<file path="src/k_way_sorted_merge_defines.svh">
// Assertion macros shared by the k-way sorted merge RTL.
`ifndef K_WAY_SORTED_MERGE_DEFINES_SVH
`define K_WAY_SORTED_MERGE_DEFINES_SVH

// Same-cycle implication, sampled on the rising clock and muted during reset.
`define KWM_ASSERT_NOW(lbl, ante, cons, msg) \
    lbl: assert property (@(posedge i_clk) disable iff (!i_rst_n) (ante) |-> (cons)) \
        else $error(msg);

// Next-cycle implication, sampled on the rising clock and muted during reset.
`define KWM_ASSERT_NEXT(lbl, ante, cons, msg) \
    lbl: assert property (@(posedge i_clk) disable iff (!i_rst_n) (ante) |=> (cons)) \
        else $error(msg);

`endif

</file>
<file path="src/kwm_pkg.sv">
// Package with the types, constants and helper functions of the k-way sorted merge.
package kwm_pkg;

    localparam int MAX_LISTS   = 8;
    localparam int LANE_W      = (MAX_LISTS > 1) ? $clog2(MAX_LISTS) : 1;
    localparam int TREE_LEAVES = 1 << LANE_W;
    localparam int CNT_W       = $clog2(MAX_LISTS + 1);
    localparam int VAL_W       = 32;
    localparam int SRC_W       = 3;
    localparam int CFG_W       = 4;

    localparam logic [CFG_W-1:0] LISTS_USED_RESET = 4'd8;

    typedef logic [LANE_W-1:0] t_lane;
    typedef logic [CNT_W-1:0]  t_count;

    typedef struct packed {
        logic signed [VAL_W-1:0] value;
        logic                    present;
    } t_in_item;

    typedef struct packed {
        logic signed [VAL_W-1:0] merged_value;
        logic [SRC_W-1:0]        source_lane;
        logic                    done_res;
    } t_out_item;

    // Winner of the minimum search over the lane heads.
    typedef struct packed {
        logic                    found;
        t_lane                   lane;
        logic signed [VAL_W-1:0] value;
    } t_min_sel;

    // Number of lanes that take part: zero counts as one, large values saturate.
    function automatic t_count eff_used(input logic [CFG_W-1:0] lists_used);
        t_count res;
        if (lists_used == '0) begin
            res = t_count'(1);
        end else if (32'(lists_used) > 32'(MAX_LISTS)) begin
            res = t_count'(MAX_LISTS);
        end else begin
            res = t_count'(lists_used);
        end
        return res;
    endfunction

    // Lane number as reported on the result, kept to its low three bits.
    function automatic logic [SRC_W-1:0] to_src(input t_lane lane);
        return SRC_W'({{SRC_W{1'b0}}, lane});
    endfunction

endpackage

</file>
<file path="src/kwm_in_stage.sv">
// Input register stage that holds one accepted beat until the merge logic takes it.
module kwm_in_stage
    import kwm_pkg::*;
(
    input  logic     i_clk,
    input  logic     i_rst_n,
    input  logic     i_in_valid,
    output logic     o_in_ready,
    input  t_in_item i_in_data,
    output logic     o_item_valid,
    output t_in_item o_item,
    input  logic     i_take
);

    logic     r_valid;
    t_in_item r_item;

    // The stage refills in the same cycle that its beat moves on.
    assign o_in_ready   = !r_valid || i_take;
    assign o_item_valid = r_valid;
    assign o_item       = r_item;

    always_ff @(posedge i_clk) begin
        if (!i_rst_n) begin
            r_valid <= 1'b0;
        end else if (o_in_ready) begin
            r_valid <= i_in_valid;
        end
    end

    always_ff @(posedge i_clk) begin
        if (i_in_valid && o_in_ready) begin
            r_item <= i_in_data;
        end
    end

endmodule

</file>
<file path="src/kwm_min_tree.sv">
// Comparator tree that finds the smallest valid lane head, lowest lane on ties.
module kwm_min_tree
    import kwm_pkg::*;
(
    input  logic [MAX_LISTS-1:0][VAL_W-1:0] i_head_value,
    input  logic [MAX_LISTS-1:0]            i_head_valid,
    output t_min_sel                        o_sel
);

    logic signed [VAL_W-1:0] node_val [2*TREE_LEAVES];
    logic                    node_vld [2*TREE_LEAVES];
    t_lane                   node_lane[2*TREE_LEAVES];

    // Heap layout: leaves sit at TREE_LEAVES + lane, node k merges 2k and 2k+1.
    always_comb begin
        logic take_left;
        for (int k = 0; k < 2*TREE_LEAVES; k++) begin
            node_val[k]  = '0;
            node_vld[k]  = 1'b0;
            node_lane[k] = '0;
        end
        for (int i = 0; i < TREE_LEAVES; i++) begin
            node_lane[TREE_LEAVES + i] = LANE_W'(i);
            if (i < MAX_LISTS) begin
                node_val[TREE_LEAVES + i] = $signed(i_head_value[i]);
                node_vld[TREE_LEAVES + i] = i_head_valid[i];
            end
        end
        for (int k = TREE_LEAVES - 1; k >= 1; k--) begin
            // The left child always holds the lower lanes, so it wins a tie.
            take_left = node_vld[2*k] &&
                        (!node_vld[2*k+1] || (node_val[2*k] <= node_val[2*k+1]));
            if (take_left) begin
                node_val[k]  = node_val[2*k];
                node_vld[k]  = node_vld[2*k];
                node_lane[k] = node_lane[2*k];
            end else begin
                node_val[k]  = node_val[2*k+1];
                node_vld[k]  = node_vld[2*k+1];
                node_lane[k] = node_lane[2*k+1];
            end
        end
    end

    assign o_sel.found = node_vld[1];
    assign o_sel.lane  = node_lane[1];
    assign o_sel.value = node_val[1];

endmodule

</file>
<file path="src/k_way_sorted_merge.sv">
// Top level of the k-way sorted merge: lane heads, phase control and result register.
//
// Merges up to eight ascending signed 32-bit streams into one ascending
// stream. After a reset, or after a done result, the block is loading: the
// first lists_used input beats give the heads of lanes 0, 1, ... in order
// (present low marks a lane empty), and the last of them yields the smallest
// head with its lane. From then on each input beat refills the lane named by
// the previous result's source_lane (present low marks it exhausted) and
// yields the next smallest head; ties go to the lowest lane. When no lane
// holds a head, a result with done_res high and zero value and lane is given
// and the block starts loading again. lists_used of zero acts as one, and
// values above eight act as eight; it is written through the configuration
// channel, which is always ready, and should only change while no beat is in
// flight. A change in the middle of a merge takes effect at the next load.
// Timing: an accepted beat waits in the input register until the result
// register has room for its result; the head update and an eight-way
// comparator tree then work out any result that it yields, and that result
// lands in the output register as the beat is taken. One beat is accepted
// every cycle as long as results are taken. While a finished result waits
// in the output register, the input register still takes one more beat,
// and then o_in_ready stays low until the waiting result is taken.
`include "k_way_sorted_merge_defines.svh"

module k_way_sorted_merge
    import kwm_pkg::*;
(
    input  logic             i_clk,
    input  logic             i_rst_n,
    // Input beats
    input  logic             i_in_valid,
    output logic             o_in_ready,
    input  t_in_item         i_in_data,
    // Result beats
    output logic             o_out_valid,
    input  logic             i_out_ready,
    output t_out_item        o_out_data,
    // Configuration: lists_used
    input  logic             i_cfg_valid,
    output logic             o_cfg_ready,
    input  logic [CFG_W-1:0] i_cfg_data
);

    // Configuration register.
    logic [CFG_W-1:0] r_lists_used;

    // Lane heads and merge state.
    logic [MAX_LISTS-1:0][VAL_W-1:0] r_head_value;
    logic [MAX_LISTS-1:0][VAL_W-1:0] n_head_value;
    logic [MAX_LISTS-1:0]            r_head_valid;
    logic [MAX_LISTS-1:0]            n_head_valid;
    t_count                          r_loaded;
    t_count                          n_loaded;
    t_lane                           r_served;
    t_lane                           n_served;
    logic                            r_merging;
    logic                            n_merging;

    // Result register.
    logic      r_out_valid;
    t_out_item r_out;
    t_out_item n_out;

    // Work stage signals.
    logic     item_valid;
    t_in_item item;
    logic     take;
    logic     last_load;
    logic     has_result;
    t_lane    wr_lane;
    t_min_sel sel;

    assign o_cfg_ready = 1'b1;

    always_ff @(posedge i_clk) begin
        if (!i_rst_n) begin
            r_lists_used <= LISTS_USED_RESET;
        end else if (i_cfg_valid) begin
            r_lists_used <= i_cfg_data;
        end
    end

    kwm_in_stage u_in_stage (
        .i_clk        (i_clk),
        .i_rst_n      (i_rst_n),
        .i_in_valid   (i_in_valid),
        .o_in_ready   (o_in_ready),
        .i_in_data    (i_in_data),
        .o_item_valid (item_valid),
        .o_item       (item),
        .i_take       (take)
    );

    // The held beat is worked on whenever the result register has room for
    // its result, or is being emptied this cycle.
    assign take = item_valid && (!r_out_valid || i_out_ready);

    // During loading the lane is the load position; during merging it is
    // the lane that the last result came from.
    assign wr_lane   = r_merging ? r_served : r_loaded[LANE_W-1:0];
    assign last_load = t_count'(r_loaded + t_count'(1)) >= eff_used(r_lists_used);
    assign has_result = take && (r_merging || last_load);

    // Head update for the beat being worked on. A lane marked absent keeps its
    // old value bits, which are never looked at while the lane is invalid.
    always_comb begin
        n_head_value = r_head_value;
        n_head_valid = r_head_valid;
        if (take) begin
            if (item.present) begin
                n_head_value[wr_lane] = item.value;
            end
            n_head_valid[wr_lane] = item.present;
        end
    end

    // The minimum is taken over the heads as they stand after this beat.
    kwm_min_tree u_min_tree (
        .i_head_value (n_head_value),
        .i_head_valid (n_head_valid),
        .o_sel        (sel)
    );

    // Phase control and the result for this beat.
    always_comb begin
        n_loaded  = r_loaded;
        n_served  = r_served;
        n_merging = r_merging;
        n_out     = '0;
        if (take && !r_merging && !last_load) begin
            n_loaded = t_count'(r_loaded + t_count'(1));
        end
        if (has_result) begin
            n_loaded = '0;
            if (sel.found) begin
                n_served           = sel.lane;
                n_merging          = 1'b1;
                n_out.merged_value = sel.value;
                n_out.source_lane  = to_src(sel.lane);
                n_out.done_res     = 1'b0;
            end else begin
                // Every lane is exhausted, so the valid flags are already clear.
                n_served       = '0;
                n_merging      = 1'b0;
                n_out.done_res = 1'b1;
            end
        end
    end

    always_ff @(posedge i_clk) begin
        r_head_value <= n_head_value;
    end

    always_ff @(posedge i_clk) begin
        if (!i_rst_n) begin
            r_head_valid <= '0;
            r_loaded     <= '0;
            r_served     <= '0;
            r_merging    <= 1'b0;
        end else begin
            r_head_valid <= n_head_valid;
            r_loaded     <= n_loaded;
            r_served     <= n_served;
            r_merging    <= n_merging;
        end
    end

    always_ff @(posedge i_clk) begin
        if (!i_rst_n) begin
            r_out_valid <= 1'b0;
        end else if (has_result) begin
            r_out_valid <= 1'b1;
        end else if (i_out_ready) begin
            r_out_valid <= 1'b0;
        end
    end

    always_ff @(posedge i_clk) begin
        if (has_result) begin
            r_out <= n_out;
        end
    end

    assign o_out_valid = r_out_valid;
    assign o_out_data  = r_out;

    `KWM_ASSERT_NOW(a_done_payload_zero, o_out_valid && o_out_data.done_res, o_out_data.merged_value == '0 && o_out_data.source_lane == '0, "done result carries a value or lane")
    `KWM_ASSERT_NEXT(a_done_back_to_load, has_result && !sel.found, !r_merging && r_head_valid == '0 && r_loaded == '0 && r_served == '0, "done result did not return to loading")
    `KWM_ASSERT_NOW(a_served_lane_valid, r_merging, r_head_valid[r_served], "served lane has no valid head while merging")
    `KWM_ASSERT_NOW(a_loaded_in_range, !r_merging, 32'(r_loaded) < 32'(MAX_LISTS), "load position ran past the last lane")

endmodule
</file>
<file path="config.mk">
export PLATFORM = sky130hd
export DESIGN_NAME = k_way_sorted_merge
export DESIGN_NICKNAME = d
export VERILOG_FILES = /design/src/kwm_pkg.sv /design/src/kwm_in_stage.sv /design/src/kwm_min_tree.sv /design/src/k_way_sorted_merge.sv
export VERILOG_INCLUDE_DIRS = /design/src /design/src/src
export SDC_FILE = /design/constraint.sdc
export NUM_CORES = 1
export LEC_CHECK = 0
export ABC_CLOCK_PERIOD_IN_PS = 19400
export BUFFER_PORTS_ARGS = -buffer_cell sky130_fd_sc_hd__clkbuf_2
export CORE_UTILIZATION = 40
export CTS_CLUSTER_SIZE = 14
export DETAILED_ROUTE_END_ITERATION = 16
export PLACE_DENSITY = 0.67
export REMOVE_ABC_BUFFERS = 1
export SYNTH_ARGS = -nofsm -noshare
export SYNTH_HDL_FRONTEND = slang
export SYNTH_HIERARCHICAL = 1
export SYNTH_SLANG_ARGS = --single-unit
</file>
<file path="constraint.sdc">
create_clock -name i_clk -period 19.4 [get_ports i_clk]
set_input_delay 4.85 -clock i_clk [delete_from_list [all_inputs] [get_ports i_clk]]
set_output_delay 4.85 -clock i_clk [all_outputs]
set_load 0.03 [all_outputs]
</file>
==> impl_metrics.env, run 1 <==
export IMPL_ir_worst_vdd_uv=59.3
export IMPL_run_status="finished clean"
export IMPL_totalWireLength_um=57100
export IMPL_cts_tree="done"
export IMPL_path_common_cell="ha_1"
export IMPL_synth_area_leaders="dfxtp_1 (27%), mux2_2 (15%), ha_1 (14%)"
export IMPL_post_cts_buffers=0
export IMPL_path_clk_slew_ns=0.06
export IMPL_maxClockFrequency_ghz=0.0620
export IMPL_fp_dieW_um=231
export IMPL_period_share_pct=83.1
export IMPL_viasPerCell=5.49
export IMPL_coreArea_um2=51500
export IMPL_hold_path_class="flop to flop"
export IMPL_global_route_wire_length_before_repair_um=87200
export IMPL_post_cts_gate_resize_count=0
export IMPL_rsz0062_at_grt="no"
export IMPL_final_layout_size_suffix_gt1_share_pct=23.5
export IMPL_floorplan_initialDensity_pct=40.6
export IMPL_grt_max_degree=52
export IMPL_period_minus_slack_ns=16.12
export IMPL_power_net_switching_mw=0.670
export IMPL_sw_frac_of_total_pct=31.1
export IMPL_setup_violations=0
export IMPL_hpwl_after_detailed_placement_um=42400
export IMPL_max_cap_violations=0
export IMPL_critical_path_endpoint_type="flop"
export IMPL_postSynth_topFlopCell="dfxtp_1"
export IMPL_final_max_slew_viol_count=0
export IMPL_cpMaxStageDelayCell="or4_1"
export IMPL_power_internal_mw=1.48
export IMPL_fillers=4838
export IMPL_required_ns=19.71
export IMPL_critPathArrivalTime_ns=16.43
export IMPL_post_route_drc=0
export IMPL_globalplace_congestion=0.923
export IMPL_final_instance_count_excl_fill=2721
export IMPL_cts_path_max_buffers=3
export IMPL_yosys_warnings=6
export IMPL_dr_first_iter_drc_count=842
export IMPL_total_area_of_multi_input_combinational_cells_um2=12000
export IMPL_timing_final_ws_setup_ns=3.28
export IMPL_crit_path_max_incr_delay_ns=0.73
export IMPL_flow_area_growth_from_synthesis_pct=10.2
export IMPL_placement_io_buffers=79
export IMPL_synthCells=1944
export IMPL_powerDensity_nw_per_um2=93.4
export IMPL_antenna_found_initial=2
export IMPL_gr_total_overflow=0
export IMPL_pwr_share_comb_pct=26.9
export IMPL_synth_edf_count=69
export IMPL_clock_tree_root_cell="clkbuf_16"
export IMPL_pwr_share_clk_pct=34.6
export IMPL_final_nets=2283
export IMPL_synth_top_cell_by_area="dfxtp_1"
export IMPL_synth_cell_type_count=81
export IMPL_sequential_cell_area_um2=7640
export IMPL_timing_critical_path_fanout_max=34
export IMPL_placed_cell_area_um2=21800
export IMPL_postSynthAreaPerCell_um2=10.8
export IMPL_clock_skew_final_ns=0.0136
export IMPL_clk_latency_ns=0.56
export IMPL_hold_viol=0
export IMPL_share_seq_of_total_power_pct=38.5
export IMPL_first_global_vias=15000
export IMPL_die_y_um=231
export IMPL_postSynthRegisterBits=347
export IMPL_ys_seq_area_share_pct=36.5
export IMPL_fp_row_count=83
export IMPL_synth_top_area_share_pct=26.6
export IMPL_dr_total_vias=14900
export IMPL_critical_path_startpoint_type="input pin"
export IMPL_drtPass1Iterations=5
export IMPL_synthesis_area_um2=20900
export IMPL_cts_max_level=2
export IMPL_tightestPinTransition_ns=1.29
export IMPL_placedCellCount=2649
export IMPL_power_leakage_nw=10.5
export IMPL_route_antenna_remaining_nets=0
export IMPL_total_track_usage_pct=21.3
export IMPL_totalNegativeSetupSlack_ns=0
export IMPL_drt_wirelength_per_cell_um=21.0
export IMPL_cts_sinks=347
export IMPL_cts_hold_buffers_added=0
export IMPL_ys_async_sr_fraction_pct=0
export IMPL_relSlewSlack_pct=14.0
export IMPL_floorplan_io_pins=81
export IMPL_dieArea_um2=53200
export IMPL_detailedPlace_worstSlack_ns=2.90
export IMPL_tritoncts_num_buffers=41
export IMPL_post_route_cell_area_um2=23000
export IMPL_timing_setup_critical_path_class="input pin to flop"
final timing paths:
path | from | slack, ns | end | depth (start not counted)
worst min-delay path | r_head_value[127]$_DFF_P_ | 0.49 | r_head_value[127]$_DFF_P_ | 1
worst max-delay path | i_out_ready | 3.28 | o_out_data[4]$_SDFFCE_PN0P_ | 35
worst max register to register | r_merging$_SDFFE_PN0P_ | 7.04 | o_out_data[4]$_SDFFCE_PN0P_ | 34
worst min register to register | r_head_value[127]$_DFF_P_ | 0.49 | r_head_value[127]$_DFF_P_ | 1
cells in the final DEF, fill, tap and decap left out, types with 7 or more instances in the layout:
master | netlist | layout
or2_2 | 12 | 12
mux2_2 | 278 | 278
nor4_1 | 8 | 8
nand3_1 | 23 | 23
nand2_1 | 76 | 76
mux2_1 | 40 | 40
a21oi_1 | 98 | 98
nor2b_1 | 14 | 14
clkinv_2 | 0 | 8
inv_1 | 208 | 207
clkbuf_8 | 0 | 7
nor2_1 | 42 | 42
a211oi_1 | 12 | 12
mux2i_1 | 129 | 129
ha_1 | 229 | 229
and2_1 | 44 | 44
o21a_1 | 20 | 20
a21boi_0 | 11 | 11
o22a_1 | 18 | 18
clkbuf_2 | 0 | 79
o211ai_1 | 10 | 10
a21o_1 | 27 | 27
clkbuf_1 | 14 | 9
edfxtp_1 | 69 | 69
clkbuf_16 | 0 | 41
o2bb2ai_1 | 31 | 31
o21ai_0 | 36 | 36
nand4_1 | 49 | 49
buf_4 | 10 | 13
dfxtp_1 | 278 | 278
nor2_8 | 7 | 7
synthesized netlist by cell type (all sizes together) (3+ instances only):
cell type	n
dfxtp	278
a221oi	5
buf	53
ha	229
a21o	27
o31a	3
a21boi	14
nor2b	14
a22oi	3
and3	5
and4	4
inv	208
o211ai	10
mux2i	132
nand4	53
o21bai	3
clkbuf	14
a211oi	12
nor3	4
o2bb2ai	31
nand2b	5
a21oi	98
o21a	20
a2111oi	6
mux2	322
or4	3
nand3	23
a211o	6
o21ai	40
or2	16
o22a	18
edfxtp	69
nand2	79
o31ai	3
and2	45
nor2	52
nor4	8
or3	3
per-stage QoR:
step	total power, mW	util (%)	hold slack [ns]
floorplan	1.23	-	0.447
global placement	1.39	42.3	0.462
detailed placement	1.41	42.3	0.473
CTS	2.16	44.7	0.488
global route	2.26	44.7	0.503
finish	2.15	44.7	0.486
kinds of logic after synthesis:
group	after synthesis	share of synthesized area, %
adder cells (fa/ha/maj)	229	13.7
AO/OA/AOI/OAI	315	10.4
AND/OR/NAND/NOR	321	9.14
buffers and inverters	275	6.22
XOR/XNOR	2	0.0838
multiplexers	454	23.9
flip-flops	347	36.5
other	1	0.0179
flip-flops by register name, summed over array words and instances (netlist names):
| register | flops |
|---|---|
| r_lists_used | 4 |
| o_out_valid | 1 |
| u_in_stage/o_item | 33 |
| r_head_valid | 8 |
| r_merging | 1 |
| o_out_data | 36 |
| r_served | 3 |
| u_in_stage/o_item_valid | 1 |
| r_loaded | 4 |
| r_head_value | 256 |
metal layers:
metal	vias to the layer above	routed length [µm]	global-route usage, %
met3	117	2800	3.20
met4	2	1960	8.38
met5	-	11	0
met1	7254	24800	26.2
li1	7182	-	-
met2	373	27500	37.1
final cells by class:
type | count | area share, %
flip-flops and latches | 347 | 33.1
well taps | 680 | 3.69
repair buffers | 92 | 2.14
clock buffers | 57 | 5.02
diodes | 1 | 0.0109
multi-input cells | 1322 | 52.1
inverters | 208 | 3.39
clock inverters | 14 | 0.532
power by group through the flow:
stage / Sequential, mW / Combinational, mW / Clock (mW)
final: 0.829 / 0.580 / 0.744
after floorplan: 0.834 / 0.398 / 0
after global placement: 0.842 / 0.547 / 0
after detailed placement: 0.845 / 0.567 / 0
after CTS: 0.830 / 0.570 / 0.765
after global routing: 0.835 / 0.631 / 0.792
critical path, delay by kind of cell:
family	cells	cell delay, ns
adder cells (fa/ha/maj)	3	1.10
multiplexers	3	1.12
AO/OA/AOI/OAI	12	3.56
buffers and inverters	4	0.93
AND/OR/NAND/NOR	13	4.81
(Power assumes the default switching activity.)
==> inputs of run 2 (changes only) <==
--- a/config.mk
+++ b/config.mk
@@ -6,7 +6,7 @@
 export SDC_FILE = /design/constraint.sdc
 export NUM_CORES = 1
 export LEC_CHECK = 0
-export ABC_CLOCK_PERIOD_IN_PS = 19400
+export ABC_CLOCK_PERIOD_IN_PS = 15100
 export BUFFER_PORTS_ARGS = -buffer_cell sky130_fd_sc_hd__clkbuf_2
 export CORE_UTILIZATION = 40
 export CTS_CLUSTER_SIZE = 14
==> constraint.sdc (replaced) <==
create_clock -name i_clk -period 15.1 [get_ports i_clk]
set_input_delay 3.775 -clock i_clk [delete_from_list [all_inputs] [get_ports i_clk]]
set_output_delay 3.775 -clock i_clk [all_outputs]
set_load 0.03 [all_outputs]
==> run 2 against run 1 <==
  * Clock skew fell by 0.00081 ns
  * Final cell count rose by 0.40%
  * Routed wire length rose by 4.0%
  * Die area is the same
  * Hold slack worse by 0.0020 ns
  * Sequential share of layout area is 0.34 points lower
  * Clock power grew 41%
  * Sequential power increased by 29%
  * Power is 32% higher
  * Critical path type unchanged
==> impl_metrics.env, run 2 (same netlist as run 1, synthesis figures left out) <==
export IMPL_run_status="finished clean"
export IMPL_power_net_switching_mw=0.867
export IMPL_gr_total_overflow=0
export IMPL_clk_latency_ns=0.56
export IMPL_cts_sinks=347
export IMPL_totalWireLength_um=59400
export IMPL_hold_viol=0
export IMPL_dr_first_iter_drc_count=905
export IMPL_rsz0062_at_grt="no"
export IMPL_period_minus_slack_ns=14.47
export IMPL_hpwl_after_detailed_placement_um=44200
export IMPL_floorplan_io_pins=81
export IMPL_path_clk_slew_ns=0.06
export IMPL_mostFrequentLayoutCells="mux2_2 (278), dfxtp_1 (278), ha_1 (229), inv_1 (207), mux2i_1 (129)"
export IMPL_clock_skew_final_ns=0.0128
export IMPL_hold_start="r_head_value[220]$_DFF_P_"
export IMPL_post_route_drc=0
export IMPL_period_share_pct=95.9
export IMPL_crit_path_max_incr_delay_ns=0.72
export IMPL_pwr_share_comb_pct=25.7
export IMPL_first_global_vias=15600
export IMPL_max_flop_register="r_head_value"
export IMPL_route_antenna_remaining_nets=0
export IMPL_coreArea_um2=51500
export IMPL_timing_critical_path_fanout_max=34
export IMPL_power_leakage_nw=10.6
export IMPL_relSlewSlack_pct=28.8
export IMPL_critical_path_endpoint_type="flop"
export IMPL_fp_row_count=83
export IMPL_pwr_share_clk_pct=36.8
export IMPL_required_ns=15.53
export IMPL_tightestPinTransition_ns=1.07
export IMPL_power_internal_mw=1.99
export IMPL_cts_tree="done"
export IMPL_layout_utilization_pct=45.2
export IMPL_cts_max_level=2
export IMPL_dr_total_vias=15100
export IMPL_regToRegEndpoint="r_served[1]$_SDFFE_PN0P_"
export IMPL_maxClockFrequency_ghz=0.0691
export IMPL_powerDensity_nw_per_um2=122
export IMPL_worst_hold_end="r_head_value[220]$_DFF_P_"
export IMPL_cpMaxStageDelayCell="nor2_8"
export IMPL_die_y_um=231
export IMPL_sw_frac_of_total_pct=30.4
export IMPL_ir_worst_vdd_uv=70.3
export IMPL_final_nets=2295
export IMPL_drtPass1Iterations=7
export IMPL_antenna_found_initial=2
export IMPL_hold_path_class="flop to flop"
export IMPL_drt_wirelength_per_cell_um=21.7
export IMPL_flow_area_growth_from_synthesis_pct=11.4
export IMPL_num_antenna_cells=0
export IMPL_totalNegativeSetupSlack_ns=0
export IMPL_grt_max_degree=37
export IMPL_globalplace_congestion=0.946
export IMPL_critical_path_startpoint_type="input pin"
export IMPL_largest_register_ff_count=256
export IMPL_hold_depth=1
export IMPL_floorplan_initialDensity_pct=40.6
export IMPL_viasPerCell=5.54
export IMPL_worst_r2r_path_depth=36
export IMPL_dieArea_um2=53200
export IMPL_total_track_usage_pct=22.5
export IMPL_final_layout_size_suffix_gt1_share_pct=24.2
export IMPL_timing_setup_critical_path_class="input pin to flop"
export IMPL_fp_dieW_um=231
export IMPL_cts_path_max_buffers=3
export IMPL_timing_rr_start="r_merging$_SDFFE_PN0P_"
export IMPL_max_cap_violations=0
export IMPL_global_route_wire_length_before_repair_um=91900
export IMPL_tritoncts_num_buffers=41
export IMPL_setup_violations=0
export IMPL_critPathArrivalTime_ns=14.91
export IMPL_path_common_cell="ha_1"
export IMPL_final_max_slew_viol_count=0
export IMPL_placement_io_buffers=79
export IMPL_share_seq_of_total_power_pct=37.5
export IMPL_worst_r2r_setup_slack_ns=3.33
export IMPL_clock_tree_root_cell="clkbuf_16"
## run 2: changes by cell type in the layout (fill, tap and decap cells not counted), moves of 4 or more
cell and delta:
clkinvlp_4 +4, clkbuf_16 +5, clkbuf_8 -5, buf_4 +12
## run 2: what timing repair did
item | CTS | global route
endpoints found under the setup margin | 0 | 4
gates resized for setup | 0 | 1
endpoints found under the hold margin | 0 | 0
hold buffers | 0 | 0
setup buffers | 0 | 0
## run 2: cell type report
type,instances,area (µm²)
Fill cell,4810,28200
Multi-Input combinational cell,1322,12000
Sequential cell,347,7640
Clock buffer,54,1200
Tap cell,680,851
Inverter,208,781
Timing Repair Buffer,104,583
Clock inverter,17,221
## run 2: power by group through the flow
stage               Combinational (mW)  Clock, mW  Sequential [mW]
global route                     0.809       1.11             1.08
detailed placement               0.720          0             1.09
CTS                              0.724       1.07             1.07
global placement                 0.701          0             1.08
finish                           0.733       1.05             1.07
floorplan                        0.512          0             1.07
## run 2: worst max path at each step
| stage | start | to | cells past startpoint |
|---|---|---|---|
| 6_report | i_out_ready | r_served[1]$_SDFFE_PN0P_ | 38 |
| 3_3_place_gp | i_out_ready | o_out_data[35]$_SDFFCE_PN0P_ | 36 |
| 5_1_grt | i_out_ready | r_served[1]$_SDFFE_PN0P_ | 38 |
| 4_1_cts | i_out_ready | r_served[1]$_SDFFE_PN0P_ | 38 |
| 3_5_place_dp | i_out_ready | r_served[1]$_SDFFE_PN0P_ | 38 |
| 2_1_floorplan | i_out_ready | o_out_data[4]$_SDFFCE_PN0P_ | 33 |
## run 2: stage by stage
| stage | power, mW | hold WS, ns | worst slack [ns] | std cells | cell area [µm²] |
|---|---|---|---|---|---|
| 3_3_place_gp | 1.79 | 0.462 | -0.0518 | 2661 | 21900 |
| 4_1_cts | 2.86 | 0.485 | 0.407 | 2732 | 23300 |
| 3_5_place_dp | 1.81 | 0.470 | -0.115 | 2661 | 21900 |
| 5_1_grt | 2.99 | 0.497 | 0.255 | 2732 | 23300 |
| 6_report | 2.85 | 0.484 | 0.625 | 2732 | 23300 |
| 2_1_floorplan | 1.58 | 0.447 | -0.345 | 1877 | 20400 |
## run 2: worst max-delay path, delay by kind of cell
family | cells | cell delay [ns]
AOI/OAI and AO/OA | 15 | 4.72
adders and majority gates | 3 | 0.74
buffers and inverters | 5 | 0.82
muxes | 2 | 0.52
and+or+nand+nor | 13 | 4.19
## run 2: layer usage
metal  share of wire [%]  track usage (%)  routed length (µm)  vias to the layer above
met5                   0                0                   0                        -
met4                 4.1             9.66                2430                        0
met3                 4.6             2.92                2710                      118
met2                  48             38.6               28200                      366
met1                  44             28.2               26000                     7459
li1                    -                -                   -                     7202
==> inputs of run 3 (changes only) <==
--- a/config.mk
+++ b/config.mk
@@ -8,10 +8,10 @@
 export LEC_CHECK = 0
 export ABC_CLOCK_PERIOD_IN_PS = 15100
 export BUFFER_PORTS_ARGS = -buffer_cell sky130_fd_sc_hd__clkbuf_2
-export CORE_UTILIZATION = 40
+export CORE_UTILIZATION = 63
 export CTS_CLUSTER_SIZE = 14
 export DETAILED_ROUTE_END_ITERATION = 16
-export PLACE_DENSITY = 0.67
+export PLACE_DENSITY = 0.92
 export REMOVE_ABC_BUFFERS = 1
 export SYNTH_ARGS = -nofsm -noshare
 export SYNTH_HDL_FRONTEND = slang
==> run 3 against run 2 <==
  * Sequential power about the same
  * Global-route usage increased by 11 points
  * Die area decreased by 36%
  * Critical path depth decreased by 2
  * Combinational power increased by 5.6%
  * Fmax increased by 3.0%
  * Critical path type unchanged
  * Largest power group unchanged
  * Highest routed layer unchanged
==> impl_metrics.env, run 3 (same netlist as run 1, synthesis figures left out) <==
export IMPL_run_status="finished clean"
export IMPL_post_cts_buffers=0
export IMPL_routed_wl_met3_um=4360
export IMPL_met1_length_um=22300
export IMPL_post_route_drc=0
export IMPL_hold_path_class="flop to flop"
export IMPL_worstSetupStartpoint="i_out_ready"
export IMPL_first_global_vias=16200
export IMPL_num_antenna_cells=0
export IMPL_cts_tree="done"
export IMPL_total_track_usage_pct=33.3
export IMPL_period_minus_slack_ns=14.06
export IMPL_totalWireLength_um=56400
export IMPL_top_layer_used="met4"
export IMPL_cpMaxStageDelayCell="o21ai_0"
export IMPL_crit_family="compound AO/OA/AOI/OAI gates"
export IMPL_grt_max_degree=37
export IMPL_rsz0062_at_grt="no"
export IMPL_hpwl_after_detailed_placement_um=40400
export IMPL_floorplan_initialDensity_pct=64.1
export IMPL_mostFrequentLayoutCells="mux2_2 (278), dfxtp_1 (278), ha_1 (229), inv_1 (207), mux2i_1 (129)"
export IMPL_cts_hold_buffers_added=0
export IMPL_coreArea_um2=32600
export IMPL_largest_register_ff_count=256
export IMPL_detailedPlace_worstSlack_ns=1.01
export IMPL_totalNegativeSetupSlack_ns=0
export IMPL_placement_io_buffers=79
export IMPL_post_cts_gate_resize_count=0
export IMPL_clock_tree_root_cell="clkbuf_16"
export IMPL_required_ns=15.38
export IMPL_fillers=2223
export IMPL_critical_path_endpoint_type="flop"
export IMPL_max_flop_register="r_head_value"
export IMPL_total_area_of_multi_input_combinational_cells_um2=12000
export IMPL_dieArea_um2=33900
export IMPL_cts_sinks=347
export IMPL_path_buf_inv=5
export IMPL_global_route_wire_length_before_repair_um=87700
export IMPL_timing_final_ws_setup_ns=1.04
export IMPL_timing_rr_start="r_merging$_SDFFE_PN0P_"
export IMPL_cts_max_level=2
export IMPL_die_y_um=184
export IMPL_timing_critical_path_fanout_max=21
export IMPL_worst_hold_slack_across_all_endpoints_ns=0.484
export IMPL_route_antenna_remaining_nets=0
export IMPL_critical_path_startpoint_type="input pin"
export IMPL_flow_area_growth_from_synthesis_pct=10.0
export IMPL_antenna_found_initial=0
export IMPL_sequential_cell_area_um2=7640
export IMPL_worst_r2r_setup_slack_ns=3.81
export IMPL_floorplan_io_pins=81
export IMPL_final_layout_size_suffix_gt1_share_pct=24.5
export IMPL_powerDensity_nw_per_um2=119
export IMPL_gr_total_overflow=0
export IMPL_worst_r2r_path_depth=35
export IMPL_final_nets=2318
export IMPL_path_clk_slew_ns=0.06
export IMPL_tightestPinTransition_ns=1.07
export IMPL_ir_worst_vdd_uv=90.2
export IMPL_final_max_slew_viol_count=0
export IMPL_timing_setup_critical_path_class="input pin to flop"
export IMPL_detailroute_wirelength_met2_um=26600
export IMPL_globalplace_congestion=1.01
export IMPL_relSlewSlack_pct=28.6
export IMPL_dr_first_iter_drc_count=1297
export IMPL_clock_skew_final_ns=0.0204
export IMPL_drt_wirelength_per_cell_um=22.4
export IMPL_dr_total_vias=15900
export IMPL_period_share_pct=93.1
export IMPL_worstSetupPathDepth=36
export IMPL_hold_start="r_head_value[127]$_DFF_P_"
export IMPL_viasPerCell=6.30
export IMPL_fp_dieW_um=184
export IMPL_hold_viol=0
export IMPL_maxClockFrequency_ghz=0.0711
export IMPL_cts_path_max_buffers=3
export IMPL_tritoncts_num_buffers=38
export IMPL_crit_path_max_incr_delay_ns=0.72
export IMPL_max_cap_violations=0
export IMPL_fp_row_count=66
export IMPL_critPathArrivalTime_ns=14.33
export IMPL_hold_depth=1
export IMPL_power_leakage_nw=10.6
export IMPL_drtPass1Iterations=6
export IMPL_setup_violations=0
export IMPL_clk_latency_ns=0.53
[run 3: path summary, 6_finish.rpt]
path	endpoint
worst max-delay path	o_out_data[33]$_SDFFCE_PN0P_
worst min-delay path	r_head_value[127]$_DFF_P_
worst max register to register	o_out_data[33]$_SDFFCE_PN0P_
worst min register to register	r_head_value[127]$_DFF_P_
[run 3: metrics by stage]
stage          instances  utilization, %  area, µm²  power, mW
3_5_place_dp        2449            66.9      21800       1.82
3_3_place_gp        2449            66.9      21800       1.78
2_1_floorplan       1877               -      20400       1.58
4_1_cts             2517            70.5      23000       2.71
5_1_grt             2517            70.5      23000       2.85
6_report            2517            70.5      23000       2.74
[run 3: final cells by class]
cell class                 instances  share of cell area (%)
multi-input combinational       1322                    52.2
sequential                       347                    33.2
clock buffer                      63                    5.04
timing repair buffer             130                    3.66
inverter                         208                    3.39
tap                              442                    2.40
clock inverter                     5                   0.120
[run 3: metal layers]
layer,GRT usage [%],up-vias
li1,-,7235
met1,40.0,7683
met2,56.0,721
met3,5.57,213
met4,19.4,0
met5,0,-
[run 3: worst reg2reg max path, delay by kind of cell (launching register included)]
family	cells	cell delay, ns
AO/OA/AOI/OAI	17	4.73
AND/OR/NAND/NOR	6	1.72
multiplexers	5	1.61
buffers and inverters	4	1.35
adder cells (fa/ha/maj)	3	0.94
flip-flops	1	0.69
[run 3: report_power, final]
group | leakage, nW | internal (mW) | switching [mW]
Clock | 0.575 | 0.522 | 0.373
Combinational | 7.07 | 0.322 | 0.452
Sequential | 2.97 | 1.03 | 0.0365
